File: config.mk
export PLATFORM = sky130hd
export DESIGN_NAME = triangle_wave_yuv_to_depth_decoder
export DESIGN_NICKNAME = d
export VERILOG_FILES = /design/src/sv/tw2d_pkg.sv /design/src/sv/tw2d_cell.sv /design/src/sv/tw2d_tail.sv /design/src/sv/triangle_wave_yuv_to_depth_decoder.sv
export SDC_FILE = /design/constraint.sdc
export NUM_CORES = 2
export LEC_CHECK = 0
export BUFFER_PORTS_ARGS = -buffer_cell sky130_fd_sc_hd__buf_2
export CAP_MARGIN = 15
export CORE_UTILIZATION = 40
export DETAILED_ROUTE_END_ITERATION = 7
export SKIP_LAST_GASP = 1
export SLEW_MARGIN = 20
export SYNTH_ARGS = -nofsm -noshare
export SYNTH_HDL_FRONTEND = slang
export SYNTH_SLANG_ARGS = --single-unit
File: constraint.sdc
create_clock -name clk_i -period 12.2 [get_ports clk_i]
set_input_delay 2.44 -clock clk_i [delete_from_list [all_inputs] [get_ports clk_i]]
set_output_delay 2.44 -clock clk_i [all_outputs]
set_load 0.1 [all_outputs]
File: src/sv/tw2d_pkg.sv
package tw2d_pkg;

  // Dividend 8*luma*S + 255*P stays below 2^28.
  localparam int unsigned NUM_W = 28;
  // Divisor 510*P stays below 2^25.
  localparam int unsigned DIV_W = 25;
  // Shifted quarter-period index k+1 stays below 2^19.
  localparam int unsigned QUO_W = 19;
  localparam int unsigned REG_W = 16;
  localparam int unsigned BYTE_W = 8;

  // floor(u / 255) == (u * RECIP) >> RECIP_SHIFT for every u below 2^24.
  localparam int unsigned RECIP_W = 25;
  localparam logic [RECIP_W-1:0] RECIP = 25'd16843010;
  localparam int unsigned RECIP_SHIFT = 32;

  localparam int unsigned DEPTH_DIV = 2040;
  localparam int unsigned QUARTER_MUL = 510;

  localparam int unsigned ADDR_W = 3;
  localparam logic REG_DEPTH_SCALE = 1'b0;
  localparam logic REG_WAVE_PERIOD = 1'b1;

  localparam logic [REG_W-1:0] DEPTH_SCALE_RST = 16'd4096;
  localparam logic [REG_W-1:0] WAVE_PERIOD_RST = 16'd512;

  typedef struct packed {
    logic              valid;
    logic [NUM_W-1:0]  rem;
    logic [QUO_W-1:0]  quo;
    logic [BYTE_W-1:0] chroma_a;
    logic [BYTE_W-1:0] chroma_b;
  } cell_t;

endpackage

File: src/sv/tw2d_cell.sv
module tw2d_cell #(
  parameter int unsigned BIT = 0
) (
  input  logic                   clk_i,
  input  logic                   rst_ni,
  input  logic                   en_i,
  input  logic [tw2d_pkg::DIV_W-1:0] div_i,
  input  tw2d_pkg::cell_t        cell_i,
  output tw2d_pkg::cell_t        cell_o
);
  import tw2d_pkg::*;

  localparam int unsigned CMP_W = NUM_W + QUO_W;

  logic [CMP_W-1:0] shifted;
  logic             fits;
  cell_t            cell_d;
  cell_t            cell_q;

  // One restoring step: decides quotient bit BIT.
  assign shifted = CMP_W'(div_i) << BIT;
  assign fits    = CMP_W'(cell_i.rem) >= shifted;

  always_comb begin
    cell_d     = cell_i;
    cell_d.quo = {cell_i.quo[QUO_W-2:0], fits};
    if (fits) begin
      cell_d.rem = cell_i.rem - shifted[NUM_W-1:0];
    end
  end

  always_ff @(posedge clk_i or negedge rst_ni) begin
    if (!rst_ni) begin
      cell_q <= '0;
    end else if (en_i) begin
      cell_q <= cell_d;
    end
  end

  assign cell_o = cell_q;

endmodule

File: src/sv/tw2d_tail.sv
module tw2d_tail #(
  parameter int unsigned DEPTH_BITS = 16
) (
  input  logic                       clk_i,
  input  logic                       rst_ni,
  input  logic                       en_i,
  input  logic [tw2d_pkg::REG_W-1:0] period_i,
  input  tw2d_pkg::cell_t            cell_i,
  output logic                       valid_o,
  output logic [DEPTH_BITS-1:0]      depth_o
);
  import tw2d_pkg::*;

  localparam int unsigned W_S_W  = NUM_W + 2;
  localparam int unsigned PROD_W = REG_W + NUM_W;
  localparam int unsigned U_W    = DEPTH_BITS + 8;
  localparam int unsigned RP_W   = U_W + RECIP_W;
  localparam logic [PROD_W-1:0] SAT_TH = PROD_W'(DEPTH_DIV) << DEPTH_BITS;

  logic [QUO_W-1:0]        k;
  logic [1:0]              m;
  logic [BYTE_W-1:0]       h;
  logic [NUM_W-1:0]        k510;
  logic signed [W_S_W-1:0] w_s;
  logic [NUM_W-1:0]        w_d;
  logic [NUM_W-1:0]        w_q;
  logic                    va_q;
  logic [PROD_W-1:0]       prod;
  logic [U_W-1:0]          u_q;
  logic                    sat_q;
  logic                    vb_q;
  logic [RP_W-1:0]         rp;

  // The division returned k+1, so the quarter index is one below its low bits.
  assign k    = cell_i.quo;
  assign m    = k[1:0] - 2'd1;
  assign k510 = NUM_W'({k, 9'd0}) - NUM_W'({k, 1'b0});

  always_comb begin
    case (m)
      2'd0:    h = cell_i.chroma_a;
      2'd1:    h = cell_i.chroma_b;
      2'd2:    h = ~cell_i.chroma_a;
      default: h = ~cell_i.chroma_b;
    endcase
  end

  // W = 510*k + 4*h; the 2040*depth product is P*W.
  assign w_s = $signed({2'b00, k510}) + $signed(W_S_W'({h, 2'b00}))
             - $signed(W_S_W'(QUARTER_MUL));
  assign w_d = w_s[W_S_W-1] ? '0 : w_s[NUM_W-1:0];

  assign prod = PROD_W'(period_i) * PROD_W'(w_q);
  assign rp   = RP_W'(u_q) * RP_W'(RECIP);

  always_ff @(posedge clk_i or negedge rst_ni) begin
    if (!rst_ni) begin
      va_q <= 1'b0;
      vb_q <= 1'b0;
    end else if (en_i) begin
      va_q <= cell_i.valid;
      vb_q <= va_q;
    end
  end

  always_ff @(posedge clk_i) begin
    if (en_i) begin
      w_q   <= w_d;
      sat_q <= prod >= SAT_TH;
      u_q   <= prod[U_W+2:3];
    end
  end

  assign valid_o = vb_q;
  assign depth_o = sat_q ? '1 : rp[RECIP_SHIFT +: DEPTH_BITS];

endmodule

File: src/sv/triangle_wave_yuv_to_depth_decoder.sv
// Channel  Direction  Handshake                  Payload
// in       input      in_valid_i / in_ready_o    luma_i, chroma_a_i, chroma_b_i
// out      output     out_valid_o / out_ready_i  depth_o
// cfg      input      psel / penable / pwrite    paddr, pwdata, prdata
//
// One pixel is taken per clock unless the skid entry is full, which drops in_ready_o.
// The input stage loads at the transfer edge, then the row of 19 divider cells,
// one quotient bit each, two final stages and the output register follow.
// Reset clears all valid flags and loads the register defaults.
// A two-entry output buffer absorbs a stall; the pipeline halts only when it is full.
module triangle_wave_yuv_to_depth_decoder #(
  parameter int unsigned DEPTH_BITS = 16
) (
  input  logic                  clk_i,
  input  logic                  rst_ni,
  input  logic                  psel,
  input  logic                  penable,
  input  logic                  pwrite,
  input  logic [2:0]            paddr,
  input  logic [31:0]           pwdata,
  output logic [31:0]           prdata,
  output logic                  pready,
  input  logic                  in_valid_i,
  output logic                  in_ready_o,
  input  logic [7:0]            luma_i,
  input  logic [7:0]            chroma_a_i,
  input  logic [7:0]            chroma_b_i,
  output logic                  out_valid_o,
  input  logic                  out_ready_i,
  output logic [DEPTH_BITS-1:0] depth_o
);
  import tw2d_pkg::*;

  logic [REG_W-1:0]      depth_scale_q;
  logic [REG_W-1:0]      wave_period_q;
  logic [REG_W-1:0]      scale_eff;
  logic [REG_W-1:0]      period_eff;
  logic [DIV_W-1:0]      divisor;
  logic [NUM_W-1:0]      num;
  logic                  en;
  cell_t                 front_q;
  cell_t                 chain [QUO_W+1];
  logic                  tail_valid;
  logic [DEPTH_BITS-1:0] tail_depth;
  logic                  out_valid_q;
  logic [DEPTH_BITS-1:0] out_depth_q;
  logic                  skid_valid_q;
  logic [DEPTH_BITS-1:0] skid_depth_q;
  logic                  out_fire;
  logic                  incoming;

  // Configuration port.
  assign pready = 1'b1;

  always_ff @(posedge clk_i or negedge rst_ni) begin
    if (!rst_ni) begin
      depth_scale_q <= DEPTH_SCALE_RST;
      wave_period_q <= WAVE_PERIOD_RST;
    end else if (psel && penable && pwrite) begin
      unique case (paddr[2])
        REG_DEPTH_SCALE: depth_scale_q <= pwdata[REG_W-1:0];
        REG_WAVE_PERIOD: wave_period_q <= pwdata[REG_W-1:0];
        default: ;
      endcase
    end
  end

  always_comb begin
    unique case (paddr[2])
      REG_DEPTH_SCALE: prdata = 32'(depth_scale_q);
      REG_WAVE_PERIOD: prdata = 32'(wave_period_q);
      default:         prdata = '0;
    endcase
  end

  // A zero register acts as one.
  assign scale_eff  = (depth_scale_q == '0) ? REG_W'(1) : depth_scale_q;
  assign period_eff = (wave_period_q == '0) ? REG_W'(1) : wave_period_q;
  assign divisor    = DIV_W'({period_eff, 9'd0}) - DIV_W'({period_eff, 1'b0});

  // Dividend 8*luma*S + 255*P gives k+1, with k the quarter-period index.
  assign num = NUM_W'({luma_i, 3'b000}) * NUM_W'(scale_eff)
             + NUM_W'({period_eff, 8'd0}) - NUM_W'(period_eff);

  assign en         = !skid_valid_q;
  assign in_ready_o = en;

  always_ff @(posedge clk_i or negedge rst_ni) begin
    if (!rst_ni) begin
      front_q <= '0;
    end else if (en) begin
      front_q.valid    <= in_valid_i;
      front_q.rem      <= num;
      front_q.quo      <= '0;
      front_q.chroma_a <= chroma_a_i;
      front_q.chroma_b <= chroma_b_i;
    end
  end

  assign chain[0] = front_q;

  for (genvar j = 0; j < QUO_W; j++) begin : g_cell
    tw2d_cell #(
      .BIT(QUO_W - 1 - j)
    ) u_cell (
      .clk_i (clk_i),
      .rst_ni(rst_ni),
      .en_i  (en),
      .div_i (divisor),
      .cell_i(chain[j]),
      .cell_o(chain[j+1])
    );
  end

  tw2d_tail #(
    .DEPTH_BITS(DEPTH_BITS)
  ) u_tail (
    .clk_i   (clk_i),
    .rst_ni  (rst_ni),
    .en_i    (en),
    .period_i(period_eff),
    .cell_i  (chain[QUO_W]),
    .valid_o (tail_valid),
    .depth_o (tail_depth)
  );

  // Output register with a skid entry behind it.
  assign out_fire = out_valid_q && out_ready_i;
  assign incoming = en && tail_valid;

  always_ff @(posedge clk_i or negedge rst_ni) begin
    if (!rst_ni) begin
      out_valid_q  <= 1'b0;
      skid_valid_q <= 1'b0;
    end else if (skid_valid_q) begin
      if (out_fire) begin
        skid_valid_q <= 1'b0;
      end
    end else if (incoming) begin
      if (out_valid_q && !out_fire) begin
        skid_valid_q <= 1'b1;
      end else begin
        out_valid_q <= 1'b1;
      end
    end else if (out_fire) begin
      out_valid_q <= 1'b0;
    end
  end

  always_ff @(posedge clk_i) begin
    if (skid_valid_q) begin
      if (out_fire) begin
        out_depth_q <= skid_depth_q;
      end
    end else if (incoming) begin
      if (out_valid_q && !out_fire) begin
        skid_depth_q <= tail_depth;
      end else begin
        out_depth_q <= tail_depth;
      end
    end
  end

  assign out_valid_o = out_valid_q;
  assign depth_o     = out_depth_q;

endmodule
[Yosys cells after proc, flatten, opt, wreduce, memory -nomap -nowiden]
Cells that the tools add are included.
Storage, ports and cells
  logic and storage cells: 217
  input port bits: 66
  bits in registers: 1183
Cells by class
  magnitude comparators: 20
  muxes and demuxes: 34
  bitwise gates (word level): 4
  multipliers: 3
  reduce and logical (&&, ||, !) cells: 17
  add/sub/neg operators: 25
  equality and inequality tests: 5
Operators with widths (number)
  $mux W28: 18
  $sub A28 B28 Y28: 16
  $mux W16: 7
  $pmux W32 S2: 1
  $mul A24 B24 Y47 const B: 1
  $ge A44 B27 Y1 const B: 1
  $mul A16 B28 Y44: 1
  $ge A28 B43 Y1: 1
  $ge A28 B42 Y1: 1
  $ge A28 B41 Y1: 1
  $ge A28 B40 Y1: 1
  $ge A28 B39 Y1: 1
  $ge A28 B38 Y1: 1
  $ge A28 B37 Y1: 1
  $ge A28 B36 Y1: 1
  $ge A28 B35 Y1: 1
  $ge A28 B34 Y1: 1
  $ge A28 B33 Y1: 1
  $ge A28 B32 Y1: 1
  $logic_not A16 Y1: 2
  $ge A28 B31 Y1: 1
  $ge A28 B30 Y1: 1
  $sub A30 B10 Y30 const B: 1
  $add A28 B10 Y29: 1
  other kinds (27): 45

[Logic depth before layout (Yosys ltp)]
  depth after elaboration: 6
  mapped depth: 34
  mapped depth without buffers: 34

[By module]
A second synthesis with hierarchy kept.
Second synthesis, totals
  cell total of the unflattened synthesis: 10244
  area, all modules: 102055.4 um^2
By module, submodules not included
  tw2d_tail: cells an instance 2393, instances 1, area each 21459.3 um^2, sequential area each 1611.5 um^2
  triangle_wave_yuv_to_depth_decoder: cells an instance 1098, instances 1, area each 10839.1 um^2, sequential area each 2940.3 um^2
  tw2d_cell (g_cell[18].u_cell): cells an instance 479, instances 1, area each 4301.6 um^2, sequential area each 1601.5 um^2
  tw2d_cell (g_cell[15].u_cell): cells an instance 462, instances 1, area each 4244.1 um^2, sequential area each 1601.5 um^2
  tw2d_cell (g_cell[17].u_cell): cells an instance 432, instances 1, area each 4121.5 um^2, sequential area each 1601.5 um^2
  tw2d_cell (g_cell[16].u_cell): cells an instance 447, instances 1, area each 4077.7 um^2, sequential area each 1601.5 um^2
  tw2d_cell (g_cell[13].u_cell): cells an instance 417, instances 1, area each 4005.1 um^2, sequential area each 1601.5 um^2
  tw2d_cell (g_cell[7].u_cell): cells an instance 388, instances 1, area each 3925.0 um^2, sequential area each 1601.5 um^2
  tw2d_cell (g_cell[14].u_cell): cells an instance 405, instances 1, area each 3887.5 um^2, sequential area each 1601.5 um^2
  tw2d_cell (g_cell[10].u_cell): cells an instance 378, instances 1, area each 3856.2 um^2, sequential area each 1601.5 um^2
  tw2d_cell (g_cell[12].u_cell): cells an instance 371, instances 1, area each 3787.4 um^2, sequential area each 1601.5 um^2
  tw2d_cell (g_cell[9].u_cell): cells an instance 350, instances 1, area each 3713.6 um^2, sequential area each 1601.5 um^2
  tw2d_cell (g_cell[11].u_cell): cells an instance 375, instances 1, area each 3686.0 um^2, sequential area each 1601.5 um^2
  tw2d_cell (g_cell[8].u_cell): cells an instance 327, instances 1, area each 3528.4 um^2, sequential area each 1601.5 um^2
  7 more rows

[Least setup slack after synthesis]
Ideal clock, no wire load.
  path kind: input to register
  start: in luma_i[4]
  end: reg front_q, in the netlist chain[1278]
  data arrival time: 8.673 ns
  stages on the path: 29
  path buffers: 1
  data required time: 12.063 ns
  setup slack: 3.390 ns
  path through: clkbuf_1 and2_1 fa_1 inv_1 fa_1 fa_1 fa_1 inv_1 ha_1 and3_1 a221o_1 o41ai_1 o21bai_1 a21oi_1 nor2b_1 o21ai_0 a21o_1 ha_1 inv_1 ha_1 a21o_1 a21o_1 a21o_1 a21o_1 a21oi_1 o21ai_0 a31oi_1 xor2_1 a21oi_1
On the way
  longest elaborated chain between the ends: 3
Ends and longest elaborated chain
  from (decl): RTL line triangle_wave_yuv_to_depth_decoder.sv:25  | input logic [7:0] luma_i,
  $mul A8 B16 Y24: RTL line triangle_wave_yuv_to_depth_decoder.sv:82  | assign num = NUM_W'({luma_i, 3'b000}) * NUM_W'(scale_eff)
  $add A27 B24 Y28: RTL line triangle_wave_yuv_to_depth_decoder.sv:83  | + NUM_W'({period_eff, 8'd0}) - NUM_W'(period_eff);
  $sub A28 B16 Y28: RTL line triangle_wave_yuv_to_depth_decoder.sv:83
  to (decl): RTL line triangle_wave_yuv_to_depth_decoder.sv:41  | cell_t front_q;
Every way passes these cells.
A chain may end at the register's enable or synchronous reset.

[Worst setup path after layout]
  start: in luma_i[7]
  end: reg front_q, in the netlist chain[1278]
The elaborated chain is that of the path after synthesis.

==> impl_metrics.toml <==
[clocking]
post_cts_buffers = 0
cts_tree = "built"
clock_sinks = 1182
hold_buffers = 0
cts_root_buffer = "clkbuf_16"
cts_resized = 0
clk_latency_ps = 800
cts.reportedPaths.clkPinSlew_ps = 60
cts_buffers = 135
cts_htree_levels = 4
clockBufferDepth = 3

[floorplanning]
die_y_um = 468
initial_core_util = 0.404
die_area_sq_um = 219000
ios = 117
die_w_um = 468
core_area_sq_um = 215000
num_rows = 170

[hold_path]
hold_path_end = "g_cell[17].u_cell.cell_o[10]"
hold_path_class = "reg -> reg"
hold_depth = 1
hp-start = "g_cell[16].u_cell.cell_o[10]"

[synth]
ys_ff_latch = 1182
synth.distinct_cells = 91
synthArstFlopShare = 0.929
synth.cell_area_sq_um = 86800
ys.flop_type = "dfrtp_1"
synth_edf_count = 84
ys_seq_area_frac = 0.346
syn_area_per_cell_sq_um = 10.3
yosysWarnings = 0
syn_inst = 8462

[placement]
gp_congestion = 0.860
hpwl_mm = 153
portBuffers = 81

[sta]
setup_tns_ps = 0
period_share = 0.722
tightest_slew_ps = 1190
finalHoldViolCount = 0
setup_viol = 0
layout_min_cycle_time_ps = 8810
fin_worst_skew_ps = 51.4
max_freq_ghz = 0.114
relSlewSlack = 0.208
whs_ps = 479
rsz0062_at_grt = "no"
drv_slew = 0

[layout]
mostFrequentLayoutCell = "dfrtp_1"
nets = 9680
fill_cells = 20061
drive_gt1_frac = 0.148
register_area_sq_um = 30000
syn_to_final_growth_pct = 9.36
multi_input_area_sq_um = 52800
mostFrequentLayoutCells = "dfrtp_1, nand2_1, mux2_2, inv_1, ha_1"

[grt]
grt_max_degree = 212
antenna_found_initial = 9
grt_pass1_wl_mm = 341
grt_use_total = 0.194
grt_pass1_vias = 61467
overflow = 0

[worst_setup_path]
critPathKind = "in -> reg"
r2r_end = "g_cell[15].u_cell.cell_o[61]"
end_kind = "register"
crit_top_cell = "a21o_1"
r2r_start = "wave_period_q[4]"
crit_path_start = "luma_i[7]"
crit_path_max_fanout = 16
max_stage_delay_ps = 570
arrival_ps = 9400
crit_slowest_cell = "fa_1"
required_ps = 12790
startpoint_type = "input pin"
rrSetupSlack_ps = 3690
r2r_cells = 21

[flow_run]
max_cap_viol_count = 0

[route]
antenna_left = 0
drc_errors = 0
vias_per_cell = 5.38
drtPass1Iterations = 5
num_vias = 61040
wire_per_inst_um = 18.7
drt_iter0_drc = 3678
wirelength_mm = 212

[outcome]
outcome = "completed"
[synth_stat cells, drive strengths merged (14+ instances only)]
cell type,n,area share
nand4b,17,0.0017
a21oi,399,0.023
and3,43,0.0031
nand2,840,0.036
a31oi,44,0.0032
buf,55,0.0035
a31o,15,0.0015
or4,14,0.0012
edfxtp,84,0.029
or2,24,0.0017
o311ai,15,0.0015
inv,748,0.032
nand4,69,0.0050
a2bb2oi,23,0.0023
nor2,318,0.014
a41oi,14,0.0014
and2,237,0.017
dfrtp,1096,0.32
nor4,64,0.0046
or3,37,0.0028
o21bai,57,0.0049
o31ai,24,0.0021
a21o,186,0.016
a21boi,26,0.0022
o211ai,21,0.0018
xnor2,252,0.025
a211oi,57,0.0049
mux2,804,0.10
clkbuf,316,0.014
ha,735,0.11
mux2i,201,0.023
nand3,94,0.0054
fa,475,0.11
xor2,128,0.013
nor3,107,0.0062
o21a,59,0.0051
a211o,18,0.0018
o31a,17,0.0017
nand2b,44,0.0032
nor2b,61,0.0044
o21ai,457,0.026
[how the worst max path moves through the flow]
stage	end	slack [ps]
global placement	chain[1278]	2540
finish	chain[1278]	3390
detailed placement	chain[1278]	2620
global route	chain[1278]	2930
CTS	chain[1278]	3390
floorplan	chain[1278]	3390
[sequential cells by signal (all words and copies together), names as in the netlist, 16 cells and up]
| register | count |
|---|---|
| chain | 45 |
| u_tail.u_q | 24 |
| u_tail.w_q | 27 |
| g_cell.u_cell.cell_o | 1017 |
| depth_scale_q | 16 |
| wave_period_q | 16 |
| depth_o | 16 |
| skid_depth_q | 16 |
[through the flow]
stage               setup WS (ps)  instance area [sq um]  utilization  std cells
finish                       3390                  94900        0.441      11345
global route                 2930                  94900        0.441      11343
CTS                          3390                  94800        0.441      11340
detailed placement           2620                  90200        0.419      11102
global placement             2540                  90200        0.419      11102
floorplan                    3390                  86900            -       8477
[kinds of logic (layout without fill, tap and decap cells)]
| logic type | after synthesis | after routing | share of synthesized area |
|---|---|---|---|
| fa+ha+maj | 1210 | 1210 | 0.215 |
| xor+xnor | 380 | 380 | 0.0383 |
| compound gates | 1525 | 1525 | 0.110 |
| simple gates | 2039 | 2039 | 0.114 |
| mux | 1005 | 1005 | 0.127 |
| buf+inv | 1119 | 1147 | 0.0495 |
| flops | 1182 | 1182 | 0.346 |
| other cells | 2 | 19 | 0.0000865 |
[layout make-up]
class,count,share of cell area
Antenna cell,2,0.0000527
Clock buffer,190,0.0406
Clock inverter,48,0.00829
Inverter,748,0.0297
Multi-Input combinational cell,6176,0.556
Sequential cell,1182,0.316
Tap cell,2838,0.0374
Timing Repair Buffer,161,0.0119
[critical path: cells and delay by family]
kind | cells | cell delay, ps
adders and majority gates | 7 | 2960
AOI/OAI and AO/OA | 14 | 2940
and+or+nand+nor | 3 | 500
buffers and inverters | 4 | 380
xor gates and xnor gates | 1 | 180
[routing by layer]
metal	vias up	GRT usage	part of all wire
li1	29193	-	-
met1	30224	0.269	0.46
met2	1290	0.318	0.46
met3	333	0.0258	0.045
met4	0	0.0546	0.028
met5	-	0	0
Power is left out: the tool's default activity adds up to more than one toggle a clock period on the data nets, which glitch-free logic cannot reach.
